===== src/design/slrg_pkg.sv =====
// Shared constants and types for the shuffled Lehmer random generator.
`default_nettype none
package slrg_pkg;

    localparam int unsigned VAL_W    = 31;
    localparam int unsigned PROD_W   = 46;
    localparam int unsigned MUL_A_W  = 15;

    localparam logic [MUL_A_W-1:0] LEH_A   = 15'd16807;
    localparam logic [VAL_W:0]     LEH_M   = 32'd2147483647;
    localparam int unsigned        WARMUP_STEPS = 8;

    typedef enum logic [2:0] {
        ST_IDLE,
        ST_DIV,
        ST_MUL,
        ST_RED,
        ST_SWAP
    } state_t;

endpackage
`default_nettype wire


===== src/design/slrg_modmul.sv =====
// Shared multiply-by-16807 modulo 2^31-1 unit: registered product, folded reduction.
`default_nettype none
module slrg_modmul (
    input  wire logic                       aclk,
    input  wire logic                       load,
    input  wire logic [slrg_pkg::VAL_W-1:0] x_in,
    output logic      [slrg_pkg::VAL_W-1:0] x_out
);

    logic [slrg_pkg::PROD_W-1:0] prod_reg;
    logic [slrg_pkg::VAL_W:0]    fold_sum;

    always_ff @(posedge aclk) begin
        if (load) begin
            prod_reg <= slrg_pkg::PROD_W'(x_in) * slrg_pkg::PROD_W'(slrg_pkg::LEH_A);
        end
    end

    // 2^31 == 1 mod M, so high part adds onto low part; one correction suffices
    always_comb begin
        fold_sum = (slrg_pkg::VAL_W+1)'(prod_reg[slrg_pkg::PROD_W-1:slrg_pkg::VAL_W])
                 + (slrg_pkg::VAL_W+1)'(prod_reg[slrg_pkg::VAL_W-1:0]);
        if (fold_sum >= slrg_pkg::LEH_M) begin
            fold_sum = fold_sum - slrg_pkg::LEH_M;
        end
        x_out = fold_sum[slrg_pkg::VAL_W-1:0];
    end

endmodule
`default_nettype wire


===== src/design/slrg_pick_div.sv =====
// Pick index: previous pick divided by the bucket width through a registered reciprocal multiply.
`default_nettype none
module slrg_pick_div #(
    parameter int unsigned TABLE_SIZE = 32
) (
    input  wire logic                          aclk,
    input  wire logic                          start,
    input  wire logic [slrg_pkg::VAL_W-1:0]    dividend,
    output logic [$clog2(TABLE_SIZE)-1:0]      idx
);

    localparam longint unsigned NDIV    = 64'd1
                                        + ((64'(slrg_pkg::LEH_M) - 64'd1) / 64'(TABLE_SIZE));
    localparam int unsigned     SHIFT   = slrg_pkg::VAL_W + $clog2(NDIV);
    localparam longint unsigned RECIP   = ((64'd1 << SHIFT) + NDIV - 64'd1) / NDIV;
    localparam int unsigned     RECIP_W = slrg_pkg::VAL_W + 1;
    localparam int unsigned     PROD_W  = slrg_pkg::VAL_W + RECIP_W;
    localparam int unsigned     Q_W     = $clog2(TABLE_SIZE + 1);
    localparam int unsigned     IDX_W   = $clog2(TABLE_SIZE);

    logic [PROD_W-1:0] prod_reg;
    logic [Q_W-1:0]    quot;

    // ceiling reciprocal with VAL_W extra fraction bits: exact for every 31-bit dividend
    always_ff @(posedge aclk) begin
        if (start) begin
            prod_reg <= PROD_W'(dividend) * PROD_W'(RECIP);
        end
    end

    assign quot = Q_W'(prod_reg >> SHIFT);
    assign idx  = (quot >= Q_W'(TABLE_SIZE)) ? IDX_W'(TABLE_SIZE - 1) : quot[IDX_W-1:0];

endmodule
`default_nettype wire


===== src/design/slrg_table.sv =====
// Shuffle table memory: one write port, one registered read port.
`default_nettype none
module slrg_table #(
    parameter int unsigned TABLE_SIZE = 32
) (
    input  wire logic                          aclk,
    input  wire logic                          wr_en,
    input  wire logic [$clog2(TABLE_SIZE)-1:0] wr_addr,
    input  wire logic [slrg_pkg::VAL_W-1:0]    wr_data,
    input  wire logic                          rd_en,
    input  wire logic [$clog2(TABLE_SIZE)-1:0] rd_addr,
    output logic      [slrg_pkg::VAL_W-1:0]    rd_data
);

    logic [slrg_pkg::VAL_W-1:0] mem [TABLE_SIZE];
    logic [slrg_pkg::VAL_W-1:0] rd_data_reg;

    always_ff @(posedge aclk) begin
        if (wr_en) begin
            mem[wr_addr] <= wr_data;
        end
    end

    always_ff @(posedge aclk) begin
        if (rd_en) begin
            rd_data_reg <= mem[rd_addr];
        end
    end

    assign rd_data = rd_data_reg;

endmodule
`default_nettype wire


===== src/design/shuffled_lehmer_random_generator.sv =====
// Shuffled Lehmer generator top level: sequencer around the shared modular multiplier.
// A draw steps through index, multiply, reduce and swap before its result word is registered.
// Seeding (action 1, or first draw after reset) first runs the warm-up steps and one step per table entry.
// Each generator step passes the multiply and reduce states of the single multiply/reduce unit.
// One word in flight; input reopens once the result is registered, swap waits on a held result.
// Synchronous active-low reset: generator 1, pick 0, table unprimed; table contents undefined.
`default_nettype none
module shuffled_lehmer_random_generator #(
    parameter int unsigned TABLE_SIZE = 32
) (
    input  wire logic        aclk,
    input  wire logic        aresetn,
    input  wire logic        s_tvalid,
    output logic             s_tready,
    input  wire logic [31:0] s_tdata,   // [30:0] seed_value, [31] zero
    input  wire logic [0:0]  s_tuser,   // [0] action
    output logic             m_tvalid,
    input  wire logic        m_tready,
    output logic      [31:0] m_tdata    // [30:0] random_value, [31] zero
);

    localparam int unsigned VAL_W   = slrg_pkg::VAL_W;
    localparam int unsigned IDX_W   = $clog2(TABLE_SIZE);
    localparam int unsigned STEPS   = slrg_pkg::WARMUP_STEPS + TABLE_SIZE;
    localparam int unsigned STEP_W  = $clog2(STEPS);

    slrg_pkg::state_t   state_reg, state_next;
    logic [VAL_W-1:0]   x_reg, x_next;
    logic [VAL_W-1:0]   pick_reg, pick_next;
    logic [VAL_W-1:0]   out_reg, out_next;
    logic               primed_reg, primed_next;
    logic               seeding_reg, seeding_next;
    logic [STEP_W-1:0]  step_reg, step_next;
    logic               out_valid_reg, out_valid_next;

    logic               mm_load;
    logic [VAL_W-1:0]   mm_out;
    logic               div_start;
    logic [VAL_W-1:0]   div_dividend;
    logic [IDX_W-1:0]   div_idx;
    logic               tbl_wr_en;
    logic [IDX_W-1:0]   tbl_wr_addr;
    logic [VAL_W-1:0]   tbl_wr_data;
    logic               tbl_rd_en;
    logic [VAL_W-1:0]   tbl_rd_data;
    logic [VAL_W-1:0]   seed_sel;
    logic               accept;

    slrg_modmul u_modmul (
        .aclk  (aclk),
        .load  (mm_load),
        .x_in  (x_reg),
        .x_out (mm_out)
    );

    slrg_pick_div #(.TABLE_SIZE(TABLE_SIZE)) u_pick_div (
        .aclk     (aclk),
        .start    (div_start),
        .dividend (div_dividend),
        .idx      (div_idx)
    );

    slrg_table #(.TABLE_SIZE(TABLE_SIZE)) u_table (
        .aclk    (aclk),
        .wr_en   (tbl_wr_en),
        .wr_addr (tbl_wr_addr),
        .wr_data (tbl_wr_data),
        .rd_en   (tbl_rd_en),
        .rd_addr (div_idx),
        .rd_data (tbl_rd_data)
    );

    assign s_tready = (state_reg == slrg_pkg::ST_IDLE);
    assign accept   = s_tvalid && s_tready;
    assign m_tvalid = out_valid_reg;
    assign m_tdata  = {1'b0, out_reg};

    always_ff @(posedge aclk) begin
        if (!aresetn) begin
            state_reg     <= slrg_pkg::ST_IDLE;
            x_reg         <= VAL_W'(1);
            pick_reg      <= '0;
            primed_reg    <= 1'b0;
            seeding_reg   <= 1'b0;
            step_reg      <= '0;
            out_valid_reg <= 1'b0;
        end else begin
            state_reg     <= state_next;
            x_reg         <= x_next;
            pick_reg      <= pick_next;
            primed_reg    <= primed_next;
            seeding_reg   <= seeding_next;
            step_reg      <= step_next;
            out_valid_reg <= out_valid_next;
        end
    end

    always_ff @(posedge aclk) begin
        out_reg <= out_next;
    end

    always_comb begin
        state_next     = state_reg;
        x_next         = x_reg;
        pick_next      = pick_reg;
        out_next       = out_reg;
        primed_next    = primed_reg;
        seeding_next   = seeding_reg;
        step_next      = step_reg;
        out_valid_next = out_valid_reg && !m_tready;
        mm_load        = 1'b0;
        div_start      = 1'b0;
        div_dividend   = pick_reg;
        tbl_wr_en      = 1'b0;
        tbl_wr_addr    = div_idx;
        tbl_wr_data    = x_reg;
        tbl_rd_en      = 1'b0;
        seed_sel       = s_tuser[0] ? s_tdata[VAL_W-1:0] : x_reg;

        case (state_reg)
            slrg_pkg::ST_IDLE: begin
                if (accept) begin
                    if (s_tuser[0] || !primed_reg) begin
                        x_next       = (seed_sel == '0) ? VAL_W'(1) : seed_sel;
                        seeding_next = 1'b1;
                        step_next    = '0;
                        state_next   = slrg_pkg::ST_MUL;
                    end else begin
                        div_start  = 1'b1;
                        state_next = slrg_pkg::ST_DIV;
                    end
                end
            end
            slrg_pkg::ST_DIV: begin
                state_next = slrg_pkg::ST_MUL;
            end
            slrg_pkg::ST_MUL: begin
                mm_load    = 1'b1;
                state_next = slrg_pkg::ST_RED;
            end
            slrg_pkg::ST_RED: begin
                x_next = mm_out;
                if (seeding_reg) begin
                    // fill from the last entry down to entry 0 after warm-up
                    tbl_wr_en   = (step_reg >= STEP_W'(slrg_pkg::WARMUP_STEPS));
                    tbl_wr_addr = IDX_W'(STEPS - 1 - 32'(step_reg));
                    tbl_wr_data = mm_out;
                    step_next   = step_reg + 1'b1;
                    state_next  = slrg_pkg::ST_MUL;
                    if (step_reg == STEP_W'(STEPS - 1)) begin
                        pick_next    = mm_out;
                        primed_next  = 1'b1;
                        seeding_next = 1'b0;
                        div_start    = 1'b1;
                        div_dividend = mm_out;
                        state_next   = slrg_pkg::ST_DIV;
                    end
                end else begin
                    tbl_rd_en  = 1'b1;
                    state_next = slrg_pkg::ST_SWAP;
                end
            end
            slrg_pkg::ST_SWAP: begin
                if (!out_valid_reg || m_tready) begin
                    tbl_wr_en      = 1'b1;
                    pick_next      = tbl_rd_data;
                    out_next       = tbl_rd_data;
                    out_valid_next = 1'b1;
                    state_next     = slrg_pkg::ST_IDLE;
                end
            end
            default: begin
                state_next = slrg_pkg::ST_IDLE;
            end
        endcase
    end

    a_primed_sticks: assert property (@(posedge aclk) disable iff (!aresetn)
        primed_reg |=> primed_reg)
        else $error("primed flag dropped");

    a_result_from_swap: assert property (@(posedge aclk) disable iff (!aresetn)
        $rose(out_valid_reg) |-> $past(state_reg == slrg_pkg::ST_SWAP))
        else $error("result word raised outside the swap step");

    a_draw_needs_primed: assert property (@(posedge aclk) disable iff (!aresetn)
        (state_reg == slrg_pkg::ST_RED && !seeding_reg) |-> primed_reg)
        else $error("table read before it was filled");

    a_result_held: assert property (@(posedge aclk) disable iff (!aresetn)
        (m_tvalid && !m_tready) |=> (m_tvalid && $stable(m_tdata)))
        else $error("result word changed while stalled");

    a_seed_counter: assert property (@(posedge aclk) disable iff (!aresetn)
        (state_reg == slrg_pkg::ST_DIV && $past(state_reg) == slrg_pkg::ST_RED)
        |-> ($past(step_reg) == STEP_W'(STEPS - 1)))
        else $error("seeding ended at wrong step count");

endmodule
`default_nettype wire


===== config.mk =====
export PLATFORM = sky130hd
export DESIGN_NAME = shuffled_lehmer_random_generator
export DESIGN_NICKNAME = d
export VERILOG_FILES = /design/src/design/slrg_pkg.sv /design/src/design/slrg_modmul.sv /design/src/design/slrg_pick_div.sv /design/src/design/slrg_table.sv /design/src/design/shuffled_lehmer_random_generator.sv
export SDC_FILE = /design/constraint.sdc
export NUM_CORES = 2
export LEC_CHECK = 0
export BUFFER_PORTS_ARGS = -buffer_cell sky130_fd_sc_hd__buf_4
export CAP_MARGIN = 20
export CORE_ASPECT_RATIO = 1.2
export CORE_MARGIN = 5
export CORE_UTILIZATION = 40
export CTS_CLUSTER_DIAMETER = 60
export DETAILED_ROUTE_END_ITERATION = 8
export GPL_ROUTABILITY_DRIVEN = 0
export PLACE_DENSITY_LB_ADDON = 0.3
export SLEW_MARGIN = 20
export SYNTH_ARGS = -nofsm -noshare
export SYNTH_HDL_FRONTEND = slang
export SYNTH_SLANG_ARGS = --single-unit

===== constraint.sdc =====
create_clock -name aclk -period 8.74 [get_ports aclk]
set_input_delay 0 -clock aclk [delete_from_list [all_inputs] [get_ports aclk]]
set_output_delay 0 -clock aclk [all_outputs]
set_load 0.02 [all_outputs]

# Yosys cells after proc, flatten, opt, wreduce, memory -nomap -nowiden
# Memory sizes are Yosys's and may differ from the RTL's. A register that Yosys moved wholly into a read port is not among the register bits.
# Cells that the tools add are included.
[totals] regBits=182 mem_bits_rw=992 inputBits=37 out_inout_bits=34 wordCells=91 mem_count=1
[memory_table] memory="u_table.mem" words=32 word_bits=31 read_ports=1 rd_ports_with_merged_regs=1 write_ports=1 line_no="slrg_table.sv:15" text="logic [slrg_pkg::VAL_W-1:0] mem [TABLE_SIZE];"
[classes] n_addsub=4 multipliers=1 order_cmp=3 eq_ne=9 n_mux=46 reduce_logical=17
[op_table] op="$mux W31" n=11
[op_table] op="$pmux W31 S2" n=2
[op_table] op="$mul A31 B15 Y46 const B" n=1
[op_table] op="$add A15 B31 Y32" n=1
[op_table] op="$ge A32 B31 Y1 const B" n=1
[op_table] op="$logic_not A31 Y1" n=1
[op_table] op="$sub A31 B31 Y31 const B" n=1
[op_table] op="$mux W6" n=3
[op_table] op="$mux W1" n=17
[op_table] op="$mux W5" n=3
[op_table] op="$pmux W3 S5" n=1
[op_table] op="$pmux W6 S2" n=1
[op_table] op="$mux W3" n=3
[op_table] op="$add A6 B1 Y6 const B" n=1
[op_table] op="$eq A3 B2 Y1 const B" n=2
[op_table] op="$eq A6 B6 Y1 const B" n=1
[op_table] op="$ge A5 B6 Y1 const B" n=1
[op_table] op="$ge A6 B4 Y1 const B" n=1
[op_table] op="$pmux W1 S2" n=3
[op_table] op="$reduce_and A2 Y1" n=3
[op_table] op="$reduce_and A3 Y1" n=2
[op_table] op="$sub A3 B5 Y5 const A" n=1
[op_table] op="$mux W2" n=2
[op_table] op="$ne A2 B1 Y1 const B" n=2
[op_table] op="9 further kinds" n=15

# Depth between registers and ports, before layout
[logic_depth] depth_word=6 ltp_mapped=24 ltp_nobuf=23

# Cells and area by module
# Synthesis repeated with hierarchy kept, for this count alone.
[hier_totals] cells_unflattened=3909 hier_area_um2=55827.3
[modules_own_cells] mod="slrg_table" n_inst=1 cells_each=2192 area_per_inst_um2=39474.1 seq_area_each_um2=30719.5
[modules_own_cells] mod="slrg_modmul" n_inst=1 cells_each=1136 area_per_inst_um2=10660.2 seq_area_each_um2=1381.3
[modules_own_cells] mod="shuffled_lehmer_random_generator" n_inst=1 cells_each=576 area_per_inst_um2=5542.8 seq_area_each_um2=2412.3
[modules_own_cells] mod="slrg_pick_div" n_inst=1 cells_each=5 area_per_inst_um2=150.1 seq_area_each_um2=150.1

# Worst setup path before layout
# No wires, ideal clock.
[synth_timing] kind="register -> register" start="register x_reg[8]" end="register u_modmul.prod_reg[45] (netlist bit) (data pin)" setup_ns=0.266 arrival_ns=5.712 required_time_ns=8.474 path_slack_ns=2.762 path_stages_with_launch=24 n_path_buf=0 synth_period_minus_slack_ns=5.978 cell_sequence="dfxtp_1 inv_1 fa_1 inv_1 ha_1 inv_1 fa_1 inv_1 ha_1 fa_1 inv_1 fa_1 inv_1 ha_1 a21oi_1 o221ai_1 a221oi_1 o21ai_0 a21oi_1 nor3_1 o41ai_1 o31a_1 or2_2 a31oi_1"
[synth_via] elab_chain_len=1
[synth_lines] item="from (decl)" line_no="shuffled_lehmer_random_generator.sv:28" text="logic [VAL_W-1:0] x_reg, x_next;"
[synth_lines] item="from (signal assigned)" line_no="shuffled_lehmer_random_generator.sv:89" text="x_reg <= x_next;"
[synth_lines] item="$mul A31 B15 Y46" line_no="slrg_modmul.sv:15" text="prod_reg <= slrg_pkg::PROD_W'(x_in) * slrg_pkg::PROD_W'(slrg_pkg::LEH_A);"
[synth_lines] item="to (signal assigned)" line_no="slrg_modmul.sv:15"
[synth_lines] item="to (decl)" line_no="slrg_modmul.sv:10" text="logic [slrg_pkg::PROD_W-1:0] prod_reg;"
# Every way passes these cells.
# A chain may end at the register's enable or synchronous reset.

# Worst setup path in the final report
[layout_timing] start="register x_reg[9]" end="register u_modmul.prod_reg[41] (netlist bit) (data pin)"
# Same word-level chain as after synthesis.

==> impl_metrics.csv <==
group,metric,value,unit
detailed_routing,viasPerCell,5.621,
detailed_routing,firstDrtPassIters,7,
global_routing,grt_antenna_before_repair,1,
timing,max-slew-margin-rel,0.2253,
clock_tree,post_cts_resized,0,
yosys,synthTopCellsByArea,"edfxtp_1 62%, mux4_2 13%, fa_1 5.0%",
critical_path,arrival,7.80,ns
clock_tree,h-tree-depth,3,
yosys,syn_inst,3160,
power,power_density,250.5,nW/um2
final_layout,n_antenna_cell,0,
floorplanning,start_util,0.4026,
critical_path,critical_path_required,9.18,ns
yosys,ys_async_sr_fraction,0,
timing,rsz0062_at_grt,"no",
detailed_routing,wl_per_cell,26.40,um
yosys,synth_top_area_frac,0.6155,
yosys,synth_cell_types,89,
floorplanning,die_w,345.1,um
critical_path,worstPathMaxFanout,7,
clock_tree,cts_sinks,1153,
final_layout,drive_gt1_frac,0.2213,
detailed_routing,wl,138.4,mm
timing,final-hold-violation-count,0,
global_routing,grt_use_total,0.1927,
yosys,synth_area_leader_cell,"edfxtp_1",
critical_path,crit_path_start_kind,"flip-flop",
timing,setup_tns,0,ns
floorplanning,die_y,412.1,um
yosys,ys_seq_area_frac,0.6334,
global_routing,grt_first_pass_wirelength,202.0,mm
clock_tree,postCtsSetupRepairBufs,0,
detailed_routing,drc,0,
placement,numPortBuffers,68,
floorplanning,die_area,142200,um2
yosys,syn_avg_cell_area,17.06,um2
power,peakVddDrop,0.1952,mV
placement,dp_slack,1.414,ns
flow_run,drv_cap,0,
critical_path,crit_buf_inv,6,
detailed_routing,vias,29460,
yosys,synth_top_flop_cell,"edfxtp_1",
min_path,min_path_cells,4,
critical_path,crit_type,"flip-flop to flip-flop",
timing,tightest_slew,1.162,ns
critical_path,max_stage_delay,0.71,ns
clock_tree,cts_hold_buf,56,
yosys,synthesis.nets,3537,
yosys,synth_most_common_cell,"edfxtp_1",
timing,fmax,135.9,MHz
critical_path,cp.depth,22,
yosys,syn_area,53910,um2
floorplanning,row_count,147,
min_path,worstHoldPathType,"input port to flip-flop",
outcome,status,"completed",
global_routing,grt_max_degree,144,
clock_tree,insertion_delay,0.73,ns
critical_path,critPathTopFamily,"adder cells",
final_layout,area_growth,14.27,%
timing,period_needed,7.360,ns
yosys,synth_edf_count,1105,
critical_path,crit_path_end_kind,"flip-flop",
clock_tree,root_buffer,"clkbuf_16",
final_layout,largest_reg_flops,992,
critical_path,slowest_stage,"o41ai_1",
clock_tree,cts_made_buffers,113,
final_layout,fillCellCount,11600,
critical_path,cpMostUsedCell,"inv_1",
timing,drv_slew,0,
floorplanning,ios,71,
clock_tree,cts.clk_slew.worst_paths,0.06,ns
final_layout,final_nets,3733,
timing,finalCritPeriodShare,0.8421,
final_layout,fin_area,61600,um2
power,p_leak,22.07,nW
yosys,yosysWarnings,0,
critical_path,worstRegToRegCells,22,
final_layout,post-route-util,0.4600,
yosys,netlist_top_cells_count,"1105 x edfxtp_1, 314 x inv_1, 310 x mux4_2, 206 x ha_1, 134 x fa_1",
timing,finClkSkew,0.03178,ns
detailed_routing,drt-initial-drc-count,2805,
clock_tree,cts_buffer_depth,3,
detailed_routing,ant_nets,0,
placement,hpwl,82.61,mm
timing,worst_slack,1.380,ns
timing,finalSetupViolations,0,
yosys,ys_ff_latch,1153,
critical_path,crit_chain,"inv_1 > fa_1 > inv_1 > ha_1 > inv_1 > fa_1 > inv_1 > ha_1 > fa_1 > inv_1 > fa_1 > inv_1 > ha_1 > a21oi_1 > o221ai_1 > a221oi_1 > o21ai_0 > a21oi_1 > nor3_1 > o41ai_1 > o31a_1 > o311ai_0",
global_routing,overflow,0,
clock_tree,cts_tree,"built",
placement,dpl_cell_area,57230,um2
floorplanning,core-area,133900,um2
global_routing,grt_pass1_vias,29930,
## routing by layer
metal,track usage,vias to the layer above,part of all wire
met2,0.3328,1093,0.50
li1,-,12710,-
met5,0,-,0
met4,0.06102,0,0.033
met3,0.02700,247,0.059
met1,0.2542,15410,0.40
## logic make-up after synthesis
logic type                 share of synthesized area
AOI/OAI and AO/OA                            0.04556
muxes                                         0.1379
buffers and inverters                        0.03094
xor gates and xnor gates                     0.01330
adders and majority gates                    0.09758
DFF                                           0.6334
and+or+nand+nor                              0.04131
other                                     0.00006956
## path summary, 6_finish.rpt
| path | end | slack, ns | from |
|---|---|---|---|
| setup / recovery | u_modmul.prod_reg[41] | 1.38 | x_reg[9] |
| hold / removal | x_reg[19] | 0.16 | s_tdata[19] |
| setup reg to reg | u_modmul.prod_reg[41] | 1.38 | x_reg[9] |
| hold reg to reg | out_reg[22] | 0.42 | u_table.rd_data[22] |
## tightest hold or removal path, cell delays in order
cell and delay (ns):
dlygate4sd3_1 0.53, buf_4 0.13, a22oi_1 0.08, o32ai_1 0.11
## power breakdown
group / switching (mW) / total (mW) / internal, mW
Clock: 2.13 / 4.86 / 2.73
Combinational: 2.46 / 3.96 / 1.50
Sequential: 0.209 / 6.62 / 6.41
Total: 4.79 / 15.4 / 10.6
## cells in the final DEF (no fill, tap or decap), types with 56 or more instances in the layout
master,Yosys,layout
buf_4,1,145
nand2_1,118,117
clkbuf_16,0,113
inv_1,314,313
nor2_1,107,73
a21oi_1,78,78
ha_1,206,206
edfxtp_1,1105,1105
dlygate4sd3_1,0,56
mux4_2,310,310
fa_1,134,134
## final cells by class
type                       count  area, um2  area share
multi-input combinational   1568      18610      0.3021
clock inverter                74      763.2     0.01239
inverter                     314       1179     0.01913
timing repair buffer         206       1735     0.02817
tap                         1788       2237     0.03632
clock buffer                 138       2932     0.04759
sequential                  1153      34140      0.5543
## stage by stage
stage	total power [mW]	cells	hold slack (ns)
after floorplan	9.496	3160	0.1991
after global placement	10.59	4971	0.3378
after detailed placement	10.62	4971	0.3400
after CTS	15.50	5239	0.1065
after global routing	16.27	5241	0.1772
final	15.43	5241	0.1585
Power figures use the tool's default switching activity.
